--- src/hw/rtl/tgr_pkg.sv ---
// Shared types, widths and constants of the touch gesture recognizer.
package tgr_pkg;

   localparam int RAW_BITS       = 12;
   localparam int TIME_BITS      = 32;
   localparam int CAL_BITS       = 12;
   localparam int SCR_BITS       = 12;
   localparam int THR_BITS       = 12;
   localparam int TOL_BITS       = 12;
   localparam int MS_BITS        = 16;
   localparam int CSR_DATA_BITS  = 24;
   localparam int CSR_INDEX_BITS = 3;

   localparam int VAL_BITS   = (RAW_BITS > CAL_BITS) ? RAW_BITS : CAL_BITS;
   localparam int DIFF_BITS  = VAL_BITS + 1;
   localparam int NUM_BITS   = VAL_BITS + SCR_BITS;
   localparam int Q_BITS     = SCR_BITS;
   localparam int SQ_BITS    = 2 * SCR_BITS;
   localparam int SUM_BITS   = SQ_BITS + 1;
   localparam int TOLSQ_BITS = 2 * TOL_BITS;
   localparam int STEP_BITS  = $clog2(Q_BITS);
   localparam int AXES       = 2;
   localparam int AXIS_X     = 0;
   localparam int AXIS_Y     = 1;

   localparam logic [STEP_BITS-1:0] DIV_LAST = STEP_BITS'(Q_BITS - 1);
   localparam int TAP_MIN_MS = 30;

   typedef enum logic [1:0] {
      KIND_TAP  = 2'd0,
      KIND_LONG = 2'd1,
      KIND_DRAG = 2'd2
   } kind_type;

   typedef enum logic [CSR_INDEX_BITS-1:0] {
      REG_CAL_X     = 3'd0,
      REG_CAL_Y     = 3'd1,
      REG_SCREEN    = 3'd2,
      REG_PRESS_THR = 3'd3,
      REG_MODE      = 3'd4,
      REG_TOL       = 3'd5,
      REG_LONG      = 3'd6,
      REG_DEBOUNCE  = 3'd7
   } csr_index_type;

   typedef struct packed {
      logic                 touched;
      logic [RAW_BITS-1:0]  raw_x;
      logic [RAW_BITS-1:0]  raw_y;
      logic [RAW_BITS-1:0]  pressure;
      logic [TIME_BITS-1:0] now_ms;
   } req_type;

   typedef struct packed {
      kind_type            event_kind;
      logic [SCR_BITS-1:0] point_x;
      logic [SCR_BITS-1:0] point_y;
      logic [SCR_BITS-1:0] origin_x;
      logic [SCR_BITS-1:0] origin_y;
   } rsp_type;

   typedef struct packed {
      logic [CAL_BITS-1:0] cal_x_lo;
      logic [CAL_BITS-1:0] cal_x_hi;
      logic [CAL_BITS-1:0] cal_y_lo;
      logic [CAL_BITS-1:0] cal_y_hi;
      logic [SCR_BITS-1:0] scr_w;
      logic [SCR_BITS-1:0] scr_h;
      logic [THR_BITS-1:0] press_thr;
      logic                swap;
      logic                inv_x;
      logic                inv_y;
      logic                enable;
      logic [TOL_BITS-1:0] tol;
      logic [MS_BITS-1:0]  long_ms;
      logic [MS_BITS-1:0]  debounce_ms;
   } cfg_type;

   localparam cfg_type CFG_RESET = '{
      cal_x_lo:    12'h000,
      cal_x_hi:    12'hfff,
      cal_y_lo:    12'h000,
      cal_y_hi:    12'hfff,
      scr_w:       12'd320,
      scr_h:       12'd240,
      press_thr:   12'd400,
      swap:        1'b0,
      inv_x:       1'b0,
      inv_y:       1'b0,
      enable:      1'b1,
      tol:         12'd10,
      long_ms:     16'd600,
      debounce_ms: 16'd50
   };

   typedef struct packed {
      logic capture;
      logic mul;
      logic div_load;
      logic div_step;
      logic scale_write;
      logic square;
      logic commit;
   } cmd_type;

   typedef struct packed {
      logic enabled;
      logic touched;
      logic pressure_ok;
      logic pressed;
      logic debounce_ok;
      logic emit;
      logic out_busy;
   } status_type;

endpackage

--- src/hw/rtl/tgr_div_lane.sv ---
// Restoring divider lane, one quotient bit per step.
module tgr_div_lane (
   input  logic                          clock,
   input  logic                          load,
   input  logic                          step,
   input  logic [tgr_pkg::CAL_BITS-1:0]  rem_init,
   input  logic [tgr_pkg::Q_BITS-1:0]    quo_init,
   input  logic [tgr_pkg::CAL_BITS-1:0]  divisor,
   output logic [tgr_pkg::Q_BITS-1:0]    quotient
);
   import tgr_pkg::*;

   logic [CAL_BITS-1:0] rem_ff, rem_in;
   logic [Q_BITS-1:0]   quo_ff, quo_in;
   logic [CAL_BITS:0]   trial;
   logic [CAL_BITS:0]   trial_sub;
   logic                fits;

   always_comb begin
      trial     = {rem_ff, quo_ff[Q_BITS-1]};
      fits      = trial >= {1'b0, divisor};
      trial_sub = trial - {1'b0, divisor};
      rem_in    = rem_ff;
      quo_in    = quo_ff;
      if (load) begin
         rem_in = rem_init;
         quo_in = quo_init;
      end else if (step) begin
         rem_in = fits ? trial_sub[CAL_BITS-1:0] : trial[CAL_BITS-1:0];
         quo_in = {quo_ff[Q_BITS-2:0], fits};
      end
   end

   always_ff @(posedge clock) begin
      rem_ff <= rem_in;
      quo_ff <= quo_in;
   end

   assign quotient = quo_ff;

endmodule

--- src/hw/rtl/tgr_datapath.sv ---
// Datapath: sample capture, axis scaling, distance test, gesture state, result beat.
module tgr_datapath (
   input  logic                 clock,
   input  logic                 reset,
   input  tgr_pkg::cfg_type     cfg,
   input  tgr_pkg::req_type     req_data,
   input  tgr_pkg::cmd_type     cmd,
   output tgr_pkg::status_type  status,
   output logic                 rsp_valid,
   input  logic                 rsp_ready,
   output tgr_pkg::rsp_type     rsp_data
);
   import tgr_pkg::*;

   req_type               sample_ff, sample_in;
   logic                  is_pressed_ff, is_pressed_in;
   logic                  long_fired_ff, long_fired_in;
   logic [TIME_BITS-1:0]  press_time_ff, press_time_in;
   logic [TIME_BITS-1:0]  release_time_ff, release_time_in;
   logic [SCR_BITS-1:0]   begin_x_ff, begin_x_in, begin_y_ff, begin_y_in;
   logic [SCR_BITS-1:0]   recent_x_ff, recent_x_in, recent_y_ff, recent_y_in;
   logic [AXES-1:0][NUM_BITS-1:0] num_ff, num_in;
   logic [SQ_BITS-1:0]    sqx_ff, sqx_in, sqy_ff, sqy_in;
   logic [TOLSQ_BITS-1:0] tol2_ff, tol2_in;
   logic                  rsp_valid_ff, rsp_valid_in;
   rsp_type               rsp_data_ff, rsp_data_in;

   logic [AXES-1:0][VAL_BITS-1:0]  ax_val;
   logic [AXES-1:0][CAL_BITS-1:0]  ax_lo;
   logic [AXES-1:0][CAL_BITS-1:0]  ax_hi;
   logic [AXES-1:0][CAL_BITS-1:0]  ax_den;
   logic [AXES-1:0][SCR_BITS-1:0]  ax_size;
   logic [AXES-1:0][SCR_BITS-1:0]  ax_size_m1;
   logic [AXES-1:0][SCR_BITS-1:0]  ax_pos;
   logic [AXES-1:0][SCR_BITS-1:0]  ax_point;
   logic [AXES-1:0][VAL_BITS-1:0]  ax_diff_mag;
   logic [AXES-1:0][DIFF_BITS-1:0] ax_diff;
   logic [AXES-1:0][DIFF_BITS-1:0] ax_span;
   logic [AXES-1:0][Q_BITS-1:0]    ax_quo;
   logic [AXES-1:0]                ax_inv, ax_neg, ax_eq, ax_sat;

   logic [RAW_BITS-1:0]  tx, ty;
   logic [DIFF_BITS-1:0] dx, dy;
   logic [SCR_BITS-1:0]  dx_mag, dy_mag;
   logic [SUM_BITS-1:0]  m2;
   logic [TIME_BITS-1:0] held, since_release;
   logic                 in_tol, tap_cond, long_cond, emit, release_beat;
   kind_type             kind;

   for (genvar a = 0; a < AXES; a++) begin : g_axis
      tgr_div_lane u_div (
         .clock    (clock),
         .load     (cmd.div_load),
         .step     (cmd.div_step),
         .rem_init (num_ff[a][NUM_BITS-1:Q_BITS]),
         .quo_init (num_ff[a][Q_BITS-1:0]),
         .divisor  (ax_den[a]),
         .quotient (ax_quo[a])
      );
   end

   always_comb begin
      tx = cfg.swap ? sample_ff.raw_y : sample_ff.raw_x;
      ty = cfg.swap ? sample_ff.raw_x : sample_ff.raw_y;
      ax_val[AXIS_X]  = VAL_BITS'(tx);
      ax_val[AXIS_Y]  = VAL_BITS'(ty);
      ax_lo[AXIS_X]   = cfg.cal_x_lo;
      ax_lo[AXIS_Y]   = cfg.cal_y_lo;
      ax_hi[AXIS_X]   = cfg.cal_x_hi;
      ax_hi[AXIS_Y]   = cfg.cal_y_hi;
      ax_size[AXIS_X] = cfg.scr_w;
      ax_size[AXIS_Y] = cfg.scr_h;
      ax_inv[AXIS_X]  = cfg.inv_x;
      ax_inv[AXIS_Y]  = cfg.inv_y;
      for (int a = 0; a < AXES; a++) begin
         ax_diff[a]     = DIFF_BITS'(ax_val[a]) - DIFF_BITS'(ax_lo[a]);
         ax_span[a]     = DIFF_BITS'(ax_hi[a]) - DIFF_BITS'(ax_lo[a]);
         ax_diff_mag[a] = VAL_BITS'(ax_diff[a][DIFF_BITS-1] ? -ax_diff[a] : ax_diff[a]);
         ax_den[a]      = CAL_BITS'(ax_span[a][DIFF_BITS-1] ? -ax_span[a] : ax_span[a]);
         ax_neg[a]      = ax_diff[a][DIFF_BITS-1] ^ ax_span[a][DIFF_BITS-1];
         ax_eq[a]       = (ax_hi[a] == ax_lo[a]);
         ax_size_m1[a]  = ax_size[a] - 1'b1;
         ax_sat[a]      = (num_ff[a][NUM_BITS-1:Q_BITS] >= ax_den[a]);
         num_in[a]      = cmd.mul ? NUM_BITS'(ax_diff_mag[a]) * NUM_BITS'(ax_size_m1[a])
                                  : num_ff[a];
         if (ax_eq[a] || ax_neg[a]) begin
            ax_pos[a] = '0;
         end else if (ax_sat[a] || (ax_quo[a] > ax_size_m1[a])) begin
            ax_pos[a] = ax_size_m1[a];
         end else begin
            ax_pos[a] = ax_quo[a];
         end
         ax_point[a] = ax_inv[a] ? (ax_size_m1[a] - ax_pos[a]) : ax_pos[a];
      end
   end

   always_comb begin
      dx      = DIFF_BITS'(recent_x_ff) - DIFF_BITS'(begin_x_ff);
      dy      = DIFF_BITS'(recent_y_ff) - DIFF_BITS'(begin_y_ff);
      dx_mag  = SCR_BITS'(dx[DIFF_BITS-1] ? -dx : dx);
      dy_mag  = SCR_BITS'(dy[DIFF_BITS-1] ? -dy : dy);
      sqx_in  = cmd.square ? SQ_BITS'(dx_mag) * SQ_BITS'(dx_mag) : sqx_ff;
      sqy_in  = cmd.square ? SQ_BITS'(dy_mag) * SQ_BITS'(dy_mag) : sqy_ff;
      tol2_in = cmd.square ? TOLSQ_BITS'(cfg.tol) * TOLSQ_BITS'(cfg.tol) : tol2_ff;

      m2            = SUM_BITS'(sqx_ff) + SUM_BITS'(sqy_ff);
      in_tol        = (m2 <= SUM_BITS'(tol2_ff));
      held          = sample_ff.now_ms - press_time_ff;
      since_release = sample_ff.now_ms - release_time_ff;
      release_beat  = !sample_ff.touched;
      tap_cond      = !long_fired_ff && (held >= TIME_BITS'(TAP_MIN_MS)) && in_tol;
      long_cond     = !long_fired_ff && in_tol && (held >= TIME_BITS'(cfg.long_ms));
      emit          = release_beat ? tap_cond : (long_cond || !in_tol);
      if (release_beat) begin
         kind = KIND_TAP;
      end else if (long_cond) begin
         kind = KIND_LONG;
      end else begin
         kind = KIND_DRAG;
      end

      sample_in       = cmd.capture ? req_data : sample_ff;
      is_pressed_in   = is_pressed_ff;
      long_fired_in   = long_fired_ff;
      press_time_in   = press_time_ff;
      release_time_in = release_time_ff;
      begin_x_in      = begin_x_ff;
      begin_y_in      = begin_y_ff;
      recent_x_in     = recent_x_ff;
      recent_y_in     = recent_y_ff;
      if (cmd.scale_write) begin
         recent_x_in = ax_point[AXIS_X];
         recent_y_in = ax_point[AXIS_Y];
         if (!is_pressed_ff) begin
            is_pressed_in = 1'b1;
            long_fired_in = 1'b0;
            press_time_in = sample_ff.now_ms;
            begin_x_in    = ax_point[AXIS_X];
            begin_y_in    = ax_point[AXIS_Y];
         end
      end
      if (cmd.commit) begin
         if (release_beat) begin
            is_pressed_in   = 1'b0;
            long_fired_in   = 1'b0;
            release_time_in = sample_ff.now_ms;
         end else if (long_cond) begin
            long_fired_in = 1'b1;
         end
      end

      rsp_valid_in = rsp_valid_ff && !rsp_ready;
      rsp_data_in  = rsp_data_ff;
      if (cmd.commit && emit) begin
         rsp_valid_in         = 1'b1;
         rsp_data_in.event_kind = kind;
         rsp_data_in.point_x  = recent_x_ff;
         rsp_data_in.point_y  = recent_y_ff;
         rsp_data_in.origin_x = begin_x_ff;
         rsp_data_in.origin_y = begin_y_ff;
      end

      status.enabled     = cfg.enable && (cfg.scr_w != '0) && (cfg.scr_h != '0);
      status.touched     = sample_ff.touched;
      status.pressure_ok = (sample_ff.pressure >= cfg.press_thr);
      status.pressed     = is_pressed_ff;
      status.debounce_ok = (since_release >= TIME_BITS'(cfg.debounce_ms));
      status.emit        = emit;
      status.out_busy    = rsp_valid_ff && !rsp_ready;
   end

   always_ff @(posedge clock) begin
      if (reset) begin
         sample_ff       <= '0;
         is_pressed_ff   <= 1'b0;
         long_fired_ff   <= 1'b0;
         press_time_ff   <= '0;
         release_time_ff <= '0;
         begin_x_ff      <= '0;
         begin_y_ff      <= '0;
         recent_x_ff     <= '0;
         recent_y_ff     <= '0;
         rsp_valid_ff    <= 1'b0;
      end else begin
         sample_ff       <= sample_in;
         is_pressed_ff   <= is_pressed_in;
         long_fired_ff   <= long_fired_in;
         press_time_ff   <= press_time_in;
         release_time_ff <= release_time_in;
         begin_x_ff      <= begin_x_in;
         begin_y_ff      <= begin_y_in;
         recent_x_ff     <= recent_x_in;
         recent_y_ff     <= recent_y_in;
         rsp_valid_ff    <= rsp_valid_in;
      end
   end

   always_ff @(posedge clock) begin
      num_ff      <= num_in;
      sqx_ff      <= sqx_in;
      sqy_ff      <= sqy_in;
      tol2_ff     <= tol2_in;
      rsp_data_ff <= rsp_data_in;
   end

   assign rsp_valid = rsp_valid_ff;
   assign rsp_data  = rsp_data_ff;

`ifndef NO_ASSERTIONS
   a_rsp_hold: assert property (@(posedge clock) disable iff (reset)
      (rsp_valid_ff && !rsp_ready) |=> (rsp_valid_ff && $stable(rsp_data_ff)))
      else $error("result beat dropped or changed while waiting");

   a_emit_when_free: assert property (@(posedge clock) disable iff (reset)
      (cmd.commit && emit) |-> !(rsp_valid_ff && !rsp_ready))
      else $error("result committed over a pending beat");

   a_point_on_screen: assert property (@(posedge clock) disable iff (reset)
      cmd.scale_write |-> ((ax_point[AXIS_X] < cfg.scr_w) && (ax_point[AXIS_Y] < cfg.scr_h)))
      else $error("scaled point outside the screen");
`endif

endmodule

--- src/hw/rtl/tgr_ctrl.sv ---
// Controller: sequences capture, scaling, division, distance test and commit.
module tgr_ctrl (
   input  logic                clock,
   input  logic                reset,
   input  logic                req_valid,
   output logic                req_ready,
   input  tgr_pkg::status_type status,
   output tgr_pkg::cmd_type    cmd
);
   import tgr_pkg::*;

   typedef enum logic [7:0] {
      ST_IDLE  = 8'b0000_0001,
      ST_LOAD  = 8'b0000_0010,
      ST_MUL   = 8'b0000_0100,
      ST_SAT   = 8'b0000_1000,
      ST_DIV   = 8'b0001_0000,
      ST_SCALE = 8'b0010_0000,
      ST_SQR   = 8'b0100_0000,
      ST_CMP   = 8'b1000_0000
   } state_type;

   state_type            state_ff, state_in;
   logic [STEP_BITS-1:0] step_ff, step_in;

   always_comb begin
      state_in = state_ff;
      step_in  = step_ff;
      cmd      = '0;
      case (state_ff)
         ST_IDLE: begin
            cmd.capture = req_valid;
            if (req_valid) begin
               state_in = ST_LOAD;
            end
         end
         ST_LOAD: begin
            if (!status.enabled) begin
               state_in = ST_IDLE;
            end else if (!status.touched) begin
               state_in = status.pressed ? ST_SQR : ST_IDLE;
            end else if (!status.pressure_ok || (!status.pressed && !status.debounce_ok)) begin
               state_in = ST_IDLE;
            end else begin
               state_in = ST_MUL;
            end
         end
         ST_MUL: begin
            cmd.mul  = 1'b1;
            state_in = ST_SAT;
         end
         ST_SAT: begin
            cmd.div_load = 1'b1;
            step_in      = '0;
            state_in     = ST_DIV;
         end
         ST_DIV: begin
            cmd.div_step = 1'b1;
            if (step_ff == DIV_LAST) begin
               state_in = ST_SCALE;
            end else begin
               step_in = step_ff + 1'b1;
            end
         end
         ST_SCALE: begin
            cmd.scale_write = 1'b1;
            state_in        = status.pressed ? ST_SQR : ST_IDLE;
         end
         ST_SQR: begin
            cmd.square = 1'b1;
            state_in   = ST_CMP;
         end
         ST_CMP: begin
            if (!(status.emit && status.out_busy)) begin
               cmd.commit = 1'b1;
               state_in   = ST_IDLE;
            end
         end
         default: begin
            state_in = ST_IDLE;
         end
      endcase
   end

   always_ff @(posedge clock) begin
      if (reset) begin
         state_ff <= ST_IDLE;
         step_ff  <= '0;
      end else begin
         state_ff <= state_in;
         step_ff  <= step_in;
      end
   end

   assign req_ready = (state_ff == ST_IDLE);

`ifndef NO_ASSERTIONS
   a_div_run: assert property (@(posedge clock) disable iff (reset)
      (state_ff == ST_DIV && step_ff != DIV_LAST)
      |=> (state_ff == ST_DIV && step_ff == $past(step_ff) + 1'b1))
      else $error("divider run cut short");

   a_scale_after_div: assert property (@(posedge clock) disable iff (reset)
      (state_ff == ST_SCALE) |-> $past(state_ff == ST_DIV && step_ff == DIV_LAST))
      else $error("scale entered without a full divider run");

   a_hold_on_busy: assert property (@(posedge clock) disable iff (reset)
      (state_ff == ST_CMP && status.emit && status.out_busy) |=> (state_ff == ST_CMP))
      else $error("result dropped while output beat pending");
`endif

endmodule

--- src/hw/rtl/touch_gesture_recognizer_unit.sv ---
// Top level of the touch gesture recognizer: register file, controller and datapath.
//
// One touch poll is taken per req_ beat; each poll yields zero or one rsp_ beat
// (tap, long press or drag); the next poll is accepted once the last is done. A
// touched poll is multiplied, then two 12-step restoring divider lanes scale x and
// y in parallel; a held press goes on to square and compare, as a release does. An
// ignored poll (block disabled, low pressure, debounce pending or release without
// press) returns to idle. A finished result waits in an output register, so the
// next poll is accepted while it is pending; a poll that must emit before that beat
// is taken holds until it is. The user writes registers through csr_we, csr_index
// and csr_wdata only while idle; the block itself does not enforce this.
module touch_gesture_recognizer_unit (
   input  logic                                 clock,
   input  logic                                 reset,
   input  logic                                 req_valid,
   output logic                                 req_ready,
   input  tgr_pkg::req_type                     req_data,
   output logic                                 rsp_valid,
   input  logic                                 rsp_ready,
   output tgr_pkg::rsp_type                     rsp_data,
   input  logic                                 csr_we,
   input  logic [tgr_pkg::CSR_INDEX_BITS-1:0]   csr_index,
   input  logic [tgr_pkg::CSR_DATA_BITS-1:0]    csr_wdata
);
   import tgr_pkg::*;

   cfg_type    cfg_ff, cfg_in;
   cmd_type    cmd;
   status_type status;

   always_comb begin
      cfg_in = cfg_ff;
      if (csr_we) begin
         case (csr_index)
            REG_CAL_X: begin
               cfg_in.cal_x_lo = csr_wdata[CAL_BITS-1:0];
               cfg_in.cal_x_hi = csr_wdata[2*CAL_BITS-1:CAL_BITS];
            end
            REG_CAL_Y: begin
               cfg_in.cal_y_lo = csr_wdata[CAL_BITS-1:0];
               cfg_in.cal_y_hi = csr_wdata[2*CAL_BITS-1:CAL_BITS];
            end
            REG_SCREEN: begin
               cfg_in.scr_w = csr_wdata[SCR_BITS-1:0];
               cfg_in.scr_h = csr_wdata[2*SCR_BITS-1:SCR_BITS];
            end
            REG_PRESS_THR: begin
               cfg_in.press_thr = csr_wdata[THR_BITS-1:0];
            end
            REG_MODE: begin
               cfg_in.swap   = csr_wdata[0];
               cfg_in.inv_x  = csr_wdata[1];
               cfg_in.inv_y  = csr_wdata[2];
               cfg_in.enable = csr_wdata[3];
            end
            REG_TOL: begin
               cfg_in.tol = csr_wdata[TOL_BITS-1:0];
            end
            REG_LONG: begin
               cfg_in.long_ms = csr_wdata[MS_BITS-1:0];
            end
            REG_DEBOUNCE: begin
               cfg_in.debounce_ms = csr_wdata[MS_BITS-1:0];
            end
            default: begin
               cfg_in = cfg_ff;
            end
         endcase
      end
   end

   always_ff @(posedge clock) begin
      if (reset) begin
         cfg_ff <= CFG_RESET;
      end else begin
         cfg_ff <= cfg_in;
      end
   end

   tgr_ctrl u_ctrl (
      .clock     (clock),
      .reset     (reset),
      .req_valid (req_valid),
      .req_ready (req_ready),
      .status    (status),
      .cmd       (cmd)
   );

   tgr_datapath u_datapath (
      .clock     (clock),
      .reset     (reset),
      .cfg       (cfg_ff),
      .req_data  (req_data),
      .cmd       (cmd),
      .status    (status),
      .rsp_valid (rsp_valid),
      .rsp_ready (rsp_ready),
      .rsp_data  (rsp_data)
   );

endmodule
--- config.mk ---
export PLATFORM = sky130hd
export DESIGN_NAME = touch_gesture_recognizer_unit
export DESIGN_NICKNAME = d
export VERILOG_FILES = /design/src/hw/rtl/tgr_pkg.sv /design/src/hw/rtl/tgr_div_lane.sv /design/src/hw/rtl/tgr_datapath.sv /design/src/hw/rtl/tgr_ctrl.sv /design/src/hw/rtl/touch_gesture_recognizer_unit.sv
export SDC_FILE = /design/constraint.sdc
export NUM_CORES = 2
export LEC_CHECK = 0
export BUFFER_PORTS_ARGS = -buffer_cell sky130_fd_sc_hd__buf_2
export CAP_MARGIN = 20
export CORE_MARGIN = 2
export CORE_UTILIZATION = 35
export CTS_CLUSTER_DIAMETER = 40
export DETAILED_ROUTE_END_ITERATION = 12
export PLACE_DENSITY = 0.52
export SYNTH_ARGS = -nofsm -noshare
export SYNTH_HDL_FRONTEND = slang
export SYNTH_SLANG_ARGS = --single-unit
--- constraint.sdc ---
create_clock -name clock -period 27.7 [get_ports clock]
set_input_delay 5.54 -clock clock [delete_from_list [all_inputs] [get_ports clock]]
set_output_delay 5.54 -clock clock [all_outputs]
set_load 0.03 [all_outputs]
# == Yosys cells after proc, flatten, opt, wreduce, memory -nomap -nowiden ==
# Index checks and enable logic that the tools add are counted.
# word_totals
ramBits,0
latchBits,0
ff_bits,546
output_inout_bits,52
mem_count,0
wordCells,200
romBits,0
# op_classes
multipliers,5
muxes,53
addsub,22
reduce_logical,39
bitwise_logic,4
n_eq_ne,22
n_div,0
magnitude_cmp,11
n_shift,0
# ops
operator,n
$mux W12,24
$mul A12 B12 Y24,5
$sub A12 B12 Y13,6
$neg A12 Y12,6
$ge A32 B16 Y1,2
$pmux W8 S8,1
$sub A32 B32 Y32,2
$sub A12 B12 Y12,4
$mux W8,5
$ge A12 B12 Y1,3
$ge A32 B5 Y1 const B,1
$ge A13 B12 Y1,2
$add A24 B24 Y25,1
$le A25 B24 Y1,1
$eq A12 B12 Y1,2
$gt A12 B12 Y1,2
$reduce_bool A12 Y1,2
$sub A12 B1 Y12 const B,2
$reduce_and A2 Y1,11
$mux W1,18
$eq A3 B3 Y1 const B,4
$logic_and A1 B1 Y1,10
$eq A8 B1 Y1 const B,1
$eq A8 B2 Y1 const B,1
24 further kinds,40

# == Longest topological paths before layout ==
# depth
depth_word,11
ltp_mapped,38
mapped_depth_nobuf,35

# == Cells and area by module ==
# From an unflattened synthesis, not the netlist that was laid out.
# hier_totals
hier_cells,6250
area_unflattened_um2,55752.2
# by_module_without_submodules
module,area_per_inst_um2,cells_per_inst,n_inst
tgr_datapath,46140.5,5333,1
touch_gesture_recognizer_unit,5225.0,486,1
tgr_div_lane,1828.0,171,2
tgr_ctrl,730.7,89,1

# == Least setup slack after synthesis ==
# No wires, ideal clock.
# synth_path
path_type,input to register
startpoint,input rsp_ready
endpoint,register u_datapath.rsp_data_ff (netlist bit u_datapath.rsp_data[0]) (enable)
required_ns,27.118
slack_ns,16.605
stages,2
arrival_time_ns,10.514
n_path_buf,0
path_cell_list,nor2b_1 -> nor4_1
# synth_between
elab_chain_cells,6
# synth_rtl
element,line_no,source
from (decl),touch_gesture_recognizer_unit.sv:19,"input logic rsp_ready,"
$logic_not A1 Y1,tgr_datapath.sv:169,status.out_busy = rsp_valid_ff && !rsp_ready;
$logic_and A1 B1 Y1,tgr_datapath.sv:169,
$logic_and A1 B1 Y1,tgr_ctrl.sv:74,if (!(status.emit && status.out_busy)) begin
$mux W1,tgr_ctrl.sv:74,
$mux W1,tgr_ctrl.sv:30,case (state_ff)
$logic_and A1 B1 Y1,tgr_datapath.sv:154,if (cmd.commit && emit) begin
to (signal assigned),tgr_datapath.sv:203,rsp_data_ff <= rsp_data_in;
to (decl),tgr_datapath.sv:26,"rsp_type rsp_data_ff, rsp_data_in;"
# No other way between the ends.
# A chain may end at the register's enable or synchronous reset.

# == Final worst setup path ==
# layout_path
startpoint,register cfg_ff[47] (netlist name)
endpoint,register u_datapath.num_ff[23] (netlist name) (data pin)
# layout_between
elab_chain_cells,5
# layout_rtl
element,line_no,source
from (decl),touch_gesture_recognizer_unit.sv:27,"cfg_type cfg_ff, cfg_in;"
from (signal assigned),touch_gesture_recognizer_unit.sv:76,cfg_ff <= cfg_in;
$mux W12 *,tgr_datapath.sv:63,tx = cfg.swap ? sample_ff.raw_y : sample_ff.raw_x;
$sub A12 B12 Y13 *,tgr_datapath.sv:76,ax_diff[a] = DIFF_BITS'(ax_val[a]) - DIFF_BITS'(ax_lo[a]);
$neg A12 Y12,tgr_datapath.sv:78,ax_diff_mag[a] = VAL_BITS'(ax_diff[a][DIFF_BITS-1] ? -ax_diff[a] : ax_diff[a]);
$mux W12 *,tgr_datapath.sv:78,
$mul A12 B12 Y24 *,tgr_datapath.sv:84,num_in[a] = cmd.mul ? NUM_BITS'(ax_diff_mag[a]) * NUM_BITS'(ax_size_m1[a])
to (signal assigned),tgr_datapath.sv:199,num_ff <= num_in;
to (decl),tgr_datapath.sv:22,"logic [AXES-1:0][NUM_BITS-1:0] num_ff, num_in;"
# Every way passes the cells marked *; elsewhere a longest branch is shown, timed or not.

==> reports/metrics.yaml <==
hold_viol: 0
dp_cells: 8556
cp.arrival_ns: 10.35
antenna_found_initial: 21
hold_buffers: 0
tightest_slew_ns: 1.110
row_count: 145
crit_path_frequent_cell: "fa_1"
start_kind: "flop"
cap_violations: 0
synth_top_flop_cell: "dfxtp_1"
overflow: 0
grt_pass1_vias: 44366
die-height_um: 400.9
drv_slew: 0
ys_ff_latch: 543
worstPathMaxFanout: 25
grt_pass1_wl_um: 254200
ctsLongestPathBuffers: 3
syn_nets: 7680
final-instance-count-excl-fill: 8768
cp.required_ns: 28.15
die_area_um2: 160700
layout_min_cycle_time_ns: 9.892
max_stage_delay_ns: 1.02
yosysWarnings: 0
grt_max_degree: 118
hp-class: "reg -> reg"
drive_above_1_share_pct: 8.205
fmax_mhz: 101.1
status: "finished clean"
cp_slowest_cell: "dfxtp_1"
drtPass1Iterations: 5
clk_latency_ns: 0.76
synth_cell_types: 96
final_antenna_net_count: 0
slew_headroom_pct: 25.89
initial_core_util_pct: 35.26
syn_area_per_cell_um2: 8.472
rsz0062_at_grt: "no"
worstSetupPathType: "reg -> reg"
area_delta_synth_final_pct: 12.66
synth_area_um2: 55140
cts_tree: "done"
clock_sinks: 543
viasPerCell: 5.091
gp_congestion: 0.8936
ctsResizeCount: 0
fill_cells: 15857
worstSetupEndpointType: "flop"
layout.nets: 7785
fin_setup_tns_ns: 0
ys_seq_area_share_pct: 23.62
netlist_instances: 6508
port_buffers: 152
final-setup-viol-count: 0
cts_setup_buffers: 0
drc: 0
post-dp-hpwl_um: 128100
synth-async-reset-ratio_pct: 0
clock_skew_ns: 0.07817
clkTransAtPathRegs_ns: 0.05
cts_buffers: 107
vias: 44635
wl_per_cell_um: 18.69
core_um2: 156400
cts_max_level: 3
grt_usage_pct: 20.24
die_width_um: 400.9
ios: 153
fin_crit_sh_pct: 35.71
synth_edf_count: 215
routed_wl_um: 163900
cts_root_buffer: "clkbuf_16"
drtIter0Drc: 2867
[cell usage in the layout, fill, tap and decap left out, types with 75 or more instances in the layout]
master	synthesis	routed
buf_4	0	75
fa_1	449	449
a21oi_1	434	434
a21o_1	89	89
ha_1	622	622
mux2i_1	89	89
inv_1	923	923
nand2_1	950	948
edfxtp_1	215	215
buf_2	8	154
xor2_1	98	96
clkbuf_16	0	109
nor2_1	511	509
nor3_1	127	126
dfxtp_1	328	328
and2_1	115	114
o21ai_0	154	154
xnor2_1	201	198
nand3_1	89	89
[final timing paths]
path	start	endpoint	slack, ns	cells past startpoint
hold / removal	u_datapath.press_time_ff[16]$_SDFFE_PP0P_	u_datapath.press_time_ff[16]$_SDFFE_PP0P_	0.45	2
setup reg to reg	cfg_ff[47]$_SDFFE_PP0P_	u_datapath.num_ff[23]$_DFFE_PP_	17.81	31
hold reg to reg	u_datapath.press_time_ff[16]$_SDFFE_PP0P_	u_datapath.press_time_ff[16]$_SDFFE_PP0P_	0.45	2
setup / recovery	cfg_ff[47]$_SDFFE_PP0P_	u_datapath.num_ff[23]$_DFFE_PP_	17.81	31
[flip-flops by register name (all words and copies together), names as in the netlist]
name and flops:
u_datapath.recent_x_ff 12, cfg_ff 132, u_datapath.press_time_ff 32, u_datapath.tol2_ff 23, u_datapath.begin_y_ff 12, u_datapath.sample_ff 68, u_datapath.g_axis.u_div.quotient 24, u_ctrl.state_ff 8
u_datapath.num_ff 48, u_datapath.sqy_ff 23, u_ctrl.step_ff 4, u_datapath.long_fired_ff 1, u_datapath.sqx_ff 23, u_datapath.is_pressed_ff 1, u_datapath.begin_x_ff 12, u_datapath.g_axis.u_div.rem_ff 24
u_datapath.rsp_data 50, u_datapath.release_time_ff 32, u_datapath.status 1, u_datapath.recent_y_ff 12, u_datapath.rsp_valid 1
[stage by stage]
stage / utilization, % / cell area (µm²) / setup slack, ns / hold WS (ns)
2_1_floorplan: - / 55140 / 16.60 / 0.4300
3_3_place_gp: 37.22 / 58210 / 17.98 / 0.4417
3_5_place_dp: 37.22 / 58210 / 17.87 / 0.4463
4_1_cts: 39.68 / 62060 / 17.76 / 0.4534
5_1_grt: 39.71 / 62100 / 17.09 / 0.4720
6_report: 39.72 / 62110 / 17.81 / 0.4508
[cells by family after synthesis]
kind of cell,after synthesis,share of synthesized area (%)
DFF,543,23.62
and+or+nand+nor,2229,18.50
xor gates and xnor gates,299,4.750
muxes,119,2.228
adders and majority gates,1071,30.42
AOI/OAI and AO/OA,1085,12.51
buffers and inverters,1162,7.976
[synthesized netlist by cell type (89+ instances only)]
| cell | count | share of area (%) |
|---|---|---|
| nor3_1 | 127 | 1.2 |
| clkbuf_1 | 215 | 1.5 |
| a21oi_1 | 434 | 3.9 |
| a21o_1 | 89 | 1.2 |
| fa_1 | 449 | 16 |
| ha_1 | 622 | 14 |
| nand2_1 | 950 | 6.5 |
| o21ai_0 | 154 | 1.4 |
| nand3_1 | 89 | 0.81 |
| and2_1 | 115 | 1.3 |
| xor2_1 | 98 | 1.6 |
| nor2_1 | 511 | 3.5 |
| dfxtp_1 | 328 | 12 |
| inv_1 | 923 | 6.3 |
| mux2i_1 | 89 | 1.6 |
| xnor2_1 | 201 | 3.2 |
| edfxtp_1 | 215 | 12 |
[critical path: cells and delay by family, from the launching register on]
family | cells | cell delay (ns)
adder cells (fa/ha/maj) | 8 | 3.60
XOR/XNOR | 2 | 0.91
buffers and inverters | 5 | 0.45
multiplexers | 1 | 0.31
AO/OA/AOI/OAI | 11 | 2.39
flip-flops | 1 | 1.02
AND/OR/NAND/NOR | 4 | 0.88
[per-layer routing]
layer / vias to the layer above / routed length (µm) / global-route usage, %
met4: 24 / 5015 / 6.832
met5: - / 152 / 0
met3: 241 / 11100 / 4.195
met1: 21565 / 75090 / 27.70
li1: 21866 / - / -
met2: 939 / 72510 / 31.69
[final cells by class]
type	count	area [µm²]	share of cell area [%]
sequential	543	13020	20.97
antenna	7	17.52	0.02820
multi-input combinational	4803	37820	60.88
clock buffer	115	2770	4.460
timing repair buffer	230	1349	2.171
inverter	928	3483	5.608
clock inverter	84	1081	1.740
tap	2058	2575	4.146
Power is left out: the tool's default activity adds up to more than one toggle a clock period on the data nets, which glitch-free logic cannot reach.
